**src/rtl/dsl_pkg.sv**
```systemverilog
// Package for the decimating sample log: sizes, command codes and item types.
`timescale 1ns / 1ps
`default_nettype none
package dsl_pkg;

    localparam int LOG_DEPTH = 128;
    localparam int IDX_W     = $clog2(LOG_DEPTH);
    localparam int CNT_W     = $clog2(LOG_DEPTH + 1);
    localparam int KEEP      = LOG_DEPTH / 2;
    localparam int J_W       = (KEEP > 1) ? $clog2(KEEP) : 1;

    localparam logic [15:0] BASE_PERIOD_RESET = 16'd500;
    localparam logic [15:0] EMPTY_MIN         = 16'hFFFF;
    localparam logic [31:0] PERIOD_MAX        = 32'hFFFF_FFFF;

    localparam logic [1:0] CMD_ADD   = 2'd0;
    localparam logic [1:0] CMD_READ  = 2'd1;
    localparam logic [1:0] CMD_CLEAR = 2'd2;

    typedef struct packed {
        logic [1:0]  cmd;
        logic [15:0] sample_voltage;
        logic [15:0] sample_current;
        logic [6:0]  read_index;
    } in_item_t;

    typedef struct packed {
        logic [15:0] read_voltage;
        logic [15:0] read_current;
        logic        read_valid;
        logic [7:0]  entry_count;
        logic [31:0] period_ms;
        logic [15:0] lowest_mv;
        logic [15:0] highest_mv;
        logic        sample_dropped;
    } out_item_t;

    typedef struct packed {
        logic [15:0] current;
        logic [15:0] voltage;
    } entry_t;

    // controller to datapath
    typedef struct packed {
        logic accept;
        logic cmp_step;
        logic cmp_last;
        logic out_load;
    } ctrl_cmd_t;

    // datapath to controller
    typedef struct packed {
        logic need_compact;
        logic cmp_final;
        logic out_free;
    } dp_status_t;

endpackage
`default_nettype wire

```
**src/rtl/dsl_ctrl.sv**
```systemverilog
// Controller state machine: accept, compaction walk and result hand-off.
`timescale 1ns / 1ps
`default_nettype none
module dsl_ctrl (
    input  wire logic                aclk,
    input  wire logic                aresetn,
    input  wire logic                s_valid,
    output logic                     s_ready,
    input  wire dsl_pkg::dp_status_t status,
    output dsl_pkg::ctrl_cmd_t       cmd
);
    import dsl_pkg::*;

    localparam logic [1:0] S_IDLE = 2'd0;
    localparam logic [1:0] S_CMP  = 2'd1;
    localparam logic [1:0] S_LAST = 2'd2;
    localparam logic [1:0] S_DONE = 2'd3;

    logic [1:0] state_reg;
    logic [1:0] state_next;

    always_ff @(posedge aclk) begin
        if (!aresetn) begin
            state_reg <= S_IDLE;
        end else begin
            state_reg <= state_next;
        end
    end

    always_comb begin
        state_next   = state_reg;
        s_ready      = 1'b0;
        cmd.accept   = 1'b0;
        cmd.cmp_step = 1'b0;
        cmd.cmp_last = 1'b0;
        cmd.out_load = 1'b0;
        case (state_reg)
            S_IDLE: begin
                // take no request while reset is held
                s_ready    = aresetn;
                cmd.accept = s_valid && aresetn;
                if (s_valid) begin
                    state_next = status.need_compact ? S_CMP : S_DONE;
                end
            end
            S_CMP: begin
                cmd.cmp_step = 1'b1;
                if (status.cmp_final) begin
                    state_next = S_LAST;
                end
            end
            S_LAST: begin
                cmd.cmp_last = 1'b1;
                state_next   = S_DONE;
            end
            S_DONE: begin
                // hold until the output register can take the result
                if (status.out_free) begin
                    cmd.out_load = 1'b1;
                    state_next   = S_IDLE;
                end
            end
            default: begin
                state_next = S_IDLE;
            end
        endcase
    end

endmodule
`default_nettype wire

```
**config.mk**
```make
export PLATFORM = sky130hd
export DESIGN_NAME = dsl_ctrl
export DESIGN_NICKNAME = d
export VERILOG_FILES = /design/src/rtl/dsl_pkg.sv /design/src/rtl/dsl_ctrl.sv
export SDC_FILE = /design/constraint.sdc
export NUM_CORES = 1
export LEC_CHECK = 0
export ABC_AREA = 1
export BUFFER_PORTS_ARGS = -buffer_cell sky130_fd_sc_hd__buf_2
export CAP_MARGIN = 0
export CORE_AREA = 5 5 42 44
export CTS_CLUSTER_DIAMETER = 50
export DETAILED_ROUTE_END_ITERATION = 6
export DIE_AREA = 0 0 47 49
export PLACE_DENSITY = 0.44
export SLEW_MARGIN = 40
export SYNTH_ARGS = -nofsm -noshare
export SYNTH_HDL_FRONTEND = slang
export SYNTH_SLANG_ARGS = --single-unit
```
**constraint.sdc**
```tcl
create_clock -name aclk -period 1.55 [get_ports aclk]
set_input_delay 0.0775 -clock aclk [delete_from_list [all_inputs] [get_ports aclk]]
set_output_delay 0.0775 -clock aclk [all_outputs]
set_load 0.05 [all_outputs]
```
## Yosys cells after proc, flatten, opt, wreduce, memory -nomap -nowiden

Index checks and enable logic that the tools add are counted.

- Flip-flop bits (word level): 2
- Bits of input ports: 6

- Multiplexer cells: 11
- Eq/ne operators: 6
- Reduce and logical (&&, ||, !) cells: 3

Operators by type and width:

| operator | number |
|---|---|
| 2-to-1 mux 2 bit | 4 |
| case mux 2 bit (4 select lines) | 1 |
| 2-to-1 mux 1 bit | 6 |
| != test 2 bit (second input constant) | 3 |
| equality test 2 bit (second input constant) | 2 |
| AND reduction 3 bit | 1 |
| equality test 2 x 1 -> 1 bit (second input constant) | 1 |
| zero test 2 bit | 1 |
| logical AND 1 bit | 1 |

## Depth between registers and ports, before layout

- Word-level depth: 3
- Mapped depth: 7
- Depth with buffers taken out: 7

## Worst setup path before layout

No wires, ideal clock.

- Kind: reg-to-output
- From: register state_reg[0]
- To: output port cmd[3] (netlist name)
- Path buffers: 0
- Path slack: 0.174 ns
- Required time: 1.472 ns
- Cell stages (with the launch flop): 5
- Data arrival time: 1.298 ns
- Cell sequence: dfxtp_1 > inv_1 > ha_1 > nand2_1 > nor2_1

RTL lines:

| element | line | text |
|---|---|---|
| from (decl) | dsl_ctrl.sv:19 | `logic [1:0] state_reg;` |
| from (signal assigned) | dsl_ctrl.sv:26 | `state_reg <= state_next;` |
| to (decl) | dsl_ctrl.sv:10 | `output dsl_pkg::ctrl_cmd_t cmd` |

==> summary.md <==
| Metric | Value |
|---|---|
| Status | `complete, no violations` |
| Setup WS post-layout | `0.191 ns` |
| # Post-CTS Setup Buffers | `0` |
| CP arrival | `1.28 ns` |
| Root buf cell | `clkbuf_4` |
| First-pass GRT wire length | `607 µm` |
| Synth Area in Adders | `0.247` |
| Post-synthesis register bit count | `2` |
| Pwr Total | `about 680 µW` |
| # rows | `14` |
| Mux cell area share after synthesis | `0` |
| Max Used Layer | `met4` |
| Final Setup Violations | `0` |
| Met3 WL | `slightly above 80 µm` |
| Worst VDD drop | `approximately 0.4 mV` |
| Worst-margin pin slew | `around 0.25 ns` |
| Clock slew seen by the registers of the worst setup and hold paths | `roughly 0.030 ns` |
| Multi-input gate area | `~130 µm²` |
| Placed cell area | `between 200 and 300 µm²` |
| Clock sinks | `2` |
| Critical Path Start Type | `flop` |
| Register-to-Register Path Depth | `5` |
| FF+latch area | `40.0 µm²` |
| Static leakage | `between 0.15 and 0.2 nW` |
| Final core utilization | `0.211` |
| Max reg flops | `2` |
| Tmin final | `between 1 and 1.5 ns` |
| Slew Viols, Final | `0` |
| Synth Area in Simple Gates | `0.383` |
| Post-synth design cell area | `about 200 µm²` |
| RSZ-0062 raised after global routing | `false` |
| Wire per inst | `about 7.2 µm` |
| Hold Buf Count CTS | `0` |
| WL met1 | `~170 µm` |
| Crit Path Category | `flop to output port` |
| Yosys cell types | `9` |
| IO Count | `11` |
| Post-route fraction of the period consumed by the critical path | `0.876` |
| Final GP Congestion | `about 0.65` |
| Initial Util | `0.145` |
| Crit-path max FO | `4` |
| Clk Latency, worst-skew pair | `0.22 ns` |
| Residual DRC count | `0` |
| Clock buffer depth | `2` |
| Nets | `57` |
| CTS Buf Count | `3` |
| Highest-count cells in the layout ignoring fill and taps | `buf_2, inv_1, nand2_1` |
| Total Wirelength | `~440 µm` |
| Core ar. | `between 1000 and 1500 µm²` |
| GRT overflow | `0` |
| Vias in the first global route | `~170` |
| Post-cts resize count | `0` |
| Hold WS | `0.112 ns` |
| Hold Fails Final Rpt | `0` |
| Via density | `between 3 and 4` |
| CTS tree | `built` |
| Chip width | `47 µm` |
| Tot GR Track Use | `0.0422` |
| Mapped Nets | `42` |
| Number of H-tree levels | `1` |
| Crit path to | `cmd[3]` |
| Post-route cell area | `295 µm²` |
| Setup WS pre-CTS | `between 0.3 and 0.4 ns` |
| CP required | `around 1.5 ns` |
| Layout cells sized above 1 | `0.356` |
| Hold wc startpoint | `aresetn` |
| Die area | `around 2300 µm²` |
| Post-Synth XOR/XNOR Area | `0` |
| Hold Path Class | `primary input to flop` |
| Die height | `between 40 and 50 µm` |
| Dpl cells | `58` |
| Launch point of the worst reg-to-reg path | `state_reg[0]` |
| Hold depth | `3` |
| Largest family of logic cells by synthesized area | `simple AND/OR/NAND/NOR gates` |
| Yosys warns | `0` |
| Routed Antenna Nets | `0` |
| Avg Cell Area, Syn | `6.33 µm²` |
| ANT cells | `0` |
| # port buffers | `10` |
| Worst clock skew | `about 0.0010 ns` |
| Relative slew slack | `0.835` |
| CP startpoint | `state_reg[0]` |
| Commonest non-fill, non-tap cell in the layout | `buf_2` |
| Vias post-DR | `220` |
| Initial antenna violation count | `0` |
| Area growth, synth to finish | `45.7%` |
| Routed wl met2 | `about 160 µm` |
| Final TNS setup | `0 ns` |
| Dpl hpwl | `360 µm` |
| Post-route insts no fill | `61` |
| Reg2reg setup slack | `0.39 ns` |
| Largest net degree at the start of global routing | `5` |
| First-iteration detailed-routing DRC count | `4` |
| Max Clock Freq | `around 740 MHz` |
| Max Cap Viol | `0` |
| First-pass DRT Iterations | `2` |
| Setup crit end kind | `output port` |
| FILL cells | `~180` |
| Post-synthesis compound-gate area fraction | `0.0247` |
| Pwr dens | `2290 nW/µm²` |
| Cells after synthesis | `32` |
| Sequential element share of the synthesized area | `0.198` |
| R2r endpoint | `state_reg[0]` |
[per-layer routing]
| layer | vias up | GRT usage |
|---|---|---|
| met4 | 0 | 0.0553 |
| met2 | 12 | 0.0475 |
| li1 | 118 | - |
| met3 | 4 | 0.0332 |
| met1 | 86 | 0.0394 |
| met5 | - | 0 |
[power breakdown]
group	internal, mW	leakage, nW	total, mW	switching (mW)
sequential	0.0792	0.0167	0.0994	0.0202
clock	0.0854	0.0138	0.115	0.0295
combinational	0.135	0.164	0.461	0.327
[worst min-delay path by stage]
stage	to
after floorplan	state_reg[1]
after global placement	state_reg[0]
after detailed placement	state_reg[0]
after CTS	state_reg[0]
after global routing	state_reg[0]
final	state_reg[0]
[worst max-delay path, stage by stage, from the launching register on]
cell	delay, ns
dfxtp_1	0.31
inv_1	0.10
ha_1	0.21
nand2_1	0.08
nor2_1	0.09
buf_2	0.27
[Yosys cell counts (all sizes together)]
cell   number  area, µm²
nand2      10       42.5
ha          4       50.1
dfxtp       2       40.0
o21ai       1       5.00
nand3       1       10.0
inv         8       30.0
nor2        5       18.8
or2         1       6.26
[cell type report]
type,instances,area share
well taps,16,0.0678
flip-flops and latches,2,0.136
clock buffers,3,0.0763
multi-input cells,22,0.449
inverters,8,0.102
repair buffers,10,0.169
[logic make-up after synthesis]
| family | count (synthesis) |
|---|---|
| flops | 2 |
| buf+inv | 8 |
| compound gates | 1 |
| fa+ha+maj | 4 |
| simple gates | 17 |
Power figures use the tool's default switching activity.
